[src/rtl/core/gsi_pkg.sv]
// Shared constants, types and command/status bundles of the grid spatial index.
`default_nettype none
package gsi_pkg;
    localparam int SECTOR_SHIFT      = 3;
    localparam int SECTOR_TILES      = 1 << SECTOR_SHIFT;
    localparam int GRID_COLUMNS      = 64;
    localparam int GRID_ROWS         = 64;
    localparam int SECTOR_SLOTS      = 8;
    localparam int MAX_QUERY_RESULTS = 64;
    localparam int NUM_BLOCKS        = GRID_COLUMNS * GRID_ROWS;
    localparam int BLK_W             = $clog2(NUM_BLOCKS);
    localparam int SLOT_W            = $clog2(SECTOR_SLOTS);
    localparam int SLOT_ADDR_W       = BLK_W + SLOT_W;
    localparam int BUF_W             = $clog2(MAX_QUERY_RESULTS);

    localparam logic [1:0] MODE_ADD    = 2'd0;
    localparam logic [1:0] MODE_REMOVE = 2'd1;
    localparam logic [1:0] MODE_QBLOCK = 2'd2;
    localparam logic [1:0] MODE_QRECT  = 2'd3;

    localparam logic [1:0] STAT_OK    = 2'd0;
    localparam logic [1:0] STAT_OOG   = 2'd1;
    localparam logic [1:0] STAT_FULL  = 2'd2;
    localparam logic [1:0] STAT_TRUNC = 2'd3;

    typedef struct packed {
        logic clr_step;
        logic take;
        logic start;
        logic set_oog;
        logic blk_calc;
        logic fill_rd;
        logic fill_take;
        logic slot_rd;
        logic slot_chk;
        logic add_wr;
        logic set_full;
        logic sh_rd;
        logic sh_wr;
        logic rm_fin;
        logic next_sec;
        logic buf_rd;
        logic emit;
        logic resp;
    } t_cmd;

    typedef struct packed {
        logic       clr_done;
        logic [1:0] mode;
        logic       oog;
        logic       rect_empty;
        logic       scan_more;
        logic       hit;
        logic       full;
        logic       sh_more;
        logic       sec_last;
        logic       cnt_zero;
        logic       emit_last;
        logic       out_free;
    } t_sts;
endpackage
`default_nettype wire

[src/rtl/core/gsi_ctrl.sv]
// Sequencer of the grid spatial index: clear pass, scans, updates and result emission.
`default_nettype none
module gsi_ctrl
    import gsi_pkg::*;
(
    input  wire  i_clk,
    input  wire  i_rst_n,
    input  wire  i_in_valid,
    output logic o_in_stall,
    input  t_sts i_sts,
    output t_cmd o_cmd
);
    localparam logic [3:0] S_CLEAR = 4'd0;
    localparam logic [3:0] S_IDLE  = 4'd1;
    localparam logic [3:0] S_START = 4'd2;
    localparam logic [3:0] S_BLK   = 4'd3;
    localparam logic [3:0] S_FRD   = 4'd4;
    localparam logic [3:0] S_FILL  = 4'd5;
    localparam logic [3:0] S_SRD   = 4'd6;
    localparam logic [3:0] S_SCHK  = 4'd7;
    localparam logic [3:0] S_SHRD  = 4'd8;
    localparam logic [3:0] S_SHWR  = 4'd9;
    localparam logic [3:0] S_QDONE = 4'd10;
    localparam logic [3:0] S_ERD   = 4'd11;
    localparam logic [3:0] S_EOUT  = 4'd12;
    localparam logic [3:0] S_RESP  = 4'd13;

    logic [3:0] r_state, n_state;

    assign o_in_stall = (r_state != S_IDLE);

    always_comb begin
        n_state = r_state;
        o_cmd   = '0;
        case (r_state)
            S_CLEAR: begin
                o_cmd.clr_step = 1'b1;
                if (i_sts.clr_done) begin
                    n_state = S_IDLE;
                end
            end
            S_IDLE: begin
                if (i_in_valid) begin
                    o_cmd.take = 1'b1;
                    n_state    = S_START;
                end
            end
            S_START: begin
                o_cmd.start = 1'b1;
                if (i_sts.mode == MODE_QRECT) begin
                    n_state = i_sts.rect_empty ? S_QDONE : S_BLK;
                end else if (i_sts.oog) begin
                    o_cmd.set_oog = 1'b1;
                    n_state       = S_RESP;
                end else begin
                    n_state = S_BLK;
                end
            end
            S_BLK: begin
                o_cmd.blk_calc = 1'b1;
                n_state        = S_FRD;
            end
            S_FRD: begin
                o_cmd.fill_rd = 1'b1;
                n_state       = S_FILL;
            end
            S_FILL: begin
                o_cmd.fill_take = 1'b1;
                n_state         = S_SRD;
            end
            S_SRD: begin
                if (i_sts.scan_more) begin
                    o_cmd.slot_rd = 1'b1;
                    n_state       = S_SCHK;
                end else begin
                    case (i_sts.mode)
                        MODE_ADD: begin
                            if (i_sts.full) begin
                                o_cmd.set_full = 1'b1;
                            end else begin
                                o_cmd.add_wr = 1'b1;
                            end
                            n_state = S_RESP;
                        end
                        MODE_REMOVE: n_state = S_RESP;
                        MODE_QBLOCK: n_state = S_QDONE;
                        default: begin
                            if (i_sts.sec_last) begin
                                n_state = S_QDONE;
                            end else begin
                                o_cmd.next_sec = 1'b1;
                                n_state        = S_BLK;
                            end
                        end
                    endcase
                end
            end
            S_SCHK: begin
                o_cmd.slot_chk = 1'b1;
                if (i_sts.hit && i_sts.mode == MODE_ADD) begin
                    n_state = S_RESP;
                end else if (i_sts.hit && i_sts.mode == MODE_REMOVE) begin
                    n_state = S_SHRD;
                end else begin
                    n_state = S_SRD;
                end
            end
            S_SHRD: begin
                if (i_sts.sh_more) begin
                    o_cmd.sh_rd = 1'b1;
                    n_state     = S_SHWR;
                end else begin
                    o_cmd.rm_fin = 1'b1;
                    n_state      = S_RESP;
                end
            end
            S_SHWR: begin
                o_cmd.sh_wr = 1'b1;
                n_state     = S_SHRD;
            end
            S_QDONE: begin
                n_state = i_sts.cnt_zero ? S_RESP : S_ERD;
            end
            S_ERD: begin
                o_cmd.buf_rd = 1'b1;
                n_state      = S_EOUT;
            end
            S_EOUT: begin
                if (i_sts.out_free) begin
                    o_cmd.emit = 1'b1;
                    n_state    = i_sts.emit_last ? S_IDLE : S_ERD;
                end
            end
            S_RESP: begin
                if (i_sts.out_free) begin
                    o_cmd.resp = 1'b1;
                    n_state    = S_IDLE;
                end
            end
            default: n_state = S_IDLE;
        endcase
    end

    always_ff @(posedge i_clk) begin
        if (!i_rst_n) begin
            r_state <= S_CLEAR;
        end else begin
            r_state <= n_state;
        end
    end
endmodule
`default_nettype wire

[config.mk]
export PLATFORM = sky130hd
export DESIGN_NAME = gsi_ctrl
export DESIGN_NICKNAME = d
export VERILOG_FILES = /design/src/rtl/core/gsi_pkg.sv /design/src/rtl/core/gsi_ctrl.sv
export SDC_FILE = /design/constraint.sdc
export NUM_CORES = 1
export LEC_CHECK = 0
export ABC_AREA = 1
export BUFFER_PORTS_ARGS = -buffer_cell sky130_fd_sc_hd__clkbuf_2
export CAP_MARGIN = 0
export CORE_AREA = 3 3 40 42
export CTS_BUF_LIST = sky130_fd_sc_hd__clkbuf_8 sky130_fd_sc_hd__clkbuf_16
export CTS_CLUSTER_DIAMETER = 40
export DETAILED_ROUTE_END_ITERATION = 6
export DIE_AREA = 0 0 43 45
export PLACE_DENSITY = 0.81
export SLEW_MARGIN = 5
export SYNTH_ARGS = -nofsm -noshare
export SYNTH_HDL_FRONTEND = slang
export SYNTH_SLANG_ARGS = --single-unit
export TNS_END_PERCENT = 20
[constraint.sdc]
create_clock -name i_clk -period 2.3 [get_ports i_clk]
set_input_delay 0.115 -clock i_clk [delete_from_list [all_inputs] [get_ports i_clk]]
set_output_delay 0.115 -clock i_clk [all_outputs]
set_load 0.005 [all_outputs]
==> results.json <==
{
  "hold_ws_ns": 0.138,
  "crit_chain": "inv_1 -> nor2_1 -> nand2_1 -> or2_1 -> nor2_1 -> clkbuf_2",
  "worst_pin_slew_ns": 0.340,
  "met2_length_um": 772,
  "min-delay-path-class": "in -> reg",
  "cts_tree": "built",
  "setup_viol_count_final": 0,
  "cts_setup_buffers": 0,
  "antenna_cells": 0,
  "biggestRegsByFlops": "r_state: 4 flops",
  "clk_pin_slew_worst_paths_ns": 0.03,
  "ir_worst_vdd_uv": 495,
  "clock_latency_ns": 0.21,
  "gp_congestion": 0.922,
  "finalCritPeriodShare_pct": 67.5,
  "met1_length_um": 651,
  "cpPeakStageDelay_ns": 0.41,
  "start_util_pct": 42.6,
  "dr_wl_met3_um": 144,
  "grt_pass1_vias": 668,
  "worst_r2r_startpoint": "r_state[0]",
  "rsz0062_at_grt": "no",
  "ys_seq_area_share_pct": 14.6,
  "ant_nets": 0,
  "final.min_clock_period_ns": 1.55,
  "dp.final_hpwl_um": 1340,
  "power-per-cell-area_mw_per_mm2": 541,
  "antenna_found_initial": 0,
  "dr.pass1.iters": 4,
  "cts_hold_buf": 0,
  "via_per_inst": 4.86,
  "end_kind": "output port",
  "cp_max_fo": 6,
  "avgSynthCellArea_um2": 4.72,
  "ctsResizeCount": 0,
  "synth_cell_type_count": 13,
  "rows": 13,
  "required_ns": 2.18,
  "synthesis.nets": 132,
  "vias": 811,
  "cp-startpoint": "r_state[1]",
  "die-area_mm2": 0.00194,
  "top_register": "r_state",
  "yosysWarnings": 0,
  "nets": 170,
  "outcome": "complete, no violations",
  "min_from": "i_rst_n",
  "drtIter0Drc": 29,
  "die_y_um": 45,
  "portBuffers": 34,
  "fin_skew_ns": 0.00322,
  "relSlewSlack_pct": 77.2,
  "final_cells": 167,
  "die_x_um": 43,
  "grt_max_degree": 9,
  "wl_per_cell_um": 9.42,
  "crit_top_cell": "nor2_1",
  "top_layer": "met4",
  "overflow": 0,
  "ios": 35,
  "fmax_mhz": 644,
  "finalWirelength_um": 1570,
  "area_delta_synth_final_pct": 40.0,
  "track_usage_pct": 17.0,
  "hold_viol": 0,
  "arrival_ns": 1.44,
  "cts_made_buffers": 3,
  "tns_ns": 0,
  "synthesis.area_um2": 548,
  "largest_reg_flops": 4,
  "grt_pass1_wl_um": 2620,
  "slowest_stage": "dfxtp_1",
  "cts_max_level": 1,
  "cts.sinks": 4,
  "dp.cells": 164,
  "ys_ff_latch": 4,
  "leakagePower_uw": 0.000492,
  "finalMaxSlewViolations": 0,
  "coreArea_mm2": 0.00128,
  "clk_path_buf_depth": 2,
  "cts_root_buf": "clkbuf_8",
  "max_cap_viol_count": 0,
  "crit_path_start_kind": "flop",
  "synthCells": 116,
  "crit_type": "reg -> out",
  "layout-drive-gt1-share_pct": 24.3,
  "drc_errors": 0
}
==> cell families after synthesis <==
family / synth area share [%]
AO/OA/AOI/OAI: 6.16
buffers and inverters: 15.8
flip-flops: 14.6
AND/OR/NAND/NOR: 63.5
==> path summary, 6_finish.rpt <==
check                    end  slack, ns  depth (start not counted)
setup / recovery    o_cmd[3]       0.75                          6
hold / removal    r_state[2]       0.14                          3
hold reg to reg   r_state[3]       0.69                          3
setup reg to reg  r_state[1]       0.94                          8
==> Yosys cell counts <==
library cell / count / area share (%)
o221ai_1: 1 / 1.6
nand3_1: 11 / 10
nor3_1: 6 / 5.5
nand2_1: 35 / 24
nor2_1: 30 / 21
inv_1: 20 / 14
nor4_1: 1 / 1.1
dfxtp_1: 4 / 15
o21ai_0: 2 / 1.8
or2_1: 1 / 1.1
a21oi_1: 3 / 2.7
buf_6: 1 / 2.1
nand4_1: 1 / 1.1
==> per-stage QoR <==
stage	power (µW)	utilization [%]	cell area, µm²	setup WS (ns)
6_report	415	59.7	767	0.747
4_1_cts	417	59.7	767	0.767
5_1_grt	456	59.7	767	0.608
3_5_place_dp	274	56.5	726	0.957
2_1_floorplan	219	-	548	1.15
3_3_place_gp	273	56.5	726	0.980
==> layout make-up <==
class                           instances  area (µm²)
Timing Repair Buffer                   34         170
Fill cell                             136         518
Inverter                               20        75.1
Tap cell                               15        18.8
Multi-Input combinational cell         91         382
Sequential cell                         4        80.1
Clock buffer                            3        41.3
==> power breakdown <==
| group | switching (µW) | total, µW | internal (µW) | leakage [µW] |
|---|---|---|---|---|
| clock | 29.9 | 141 | 111 | 0.0000216 |
| sequential | 17.4 | 98.2 | 80.8 | 0.0000327 |
| combinational | 109 | 176 | 67.3 | 0.000437 |
==> cell usage in the layout (no fill, tap or decap) <==
cell      synthesis  final
nand2_1          35     35
nand3_1          11     11
inv_1            20     20
a21oi_1           3      3
nor2_1           30     30
clkbuf_8          0      3
nand4_1           1      1
o21ai_0           2      2
nor4_1            1      1
o221ai_1          1      1
dfxtp_1           4      4
clkbuf_2          0     34
or2_1             1      1
nor3_1            6      6
==> routing by layer <==
metal  vias up  global-route usage (%)
li1        429                       -
met1       350                    23.0
met2        30                    28.4
met3         2                    1.99
met4         0                    4.82
met5         -                       0
==> worst max-delay path, delay by kind of cell, from the launching register on <==
family | cells | cell delay (ns)
buf+inv | 2 | 0.25
flops | 1 | 0.41
simple gates | 4 | 0.56
No activity file was read; power rests on OpenSTA's default activity.
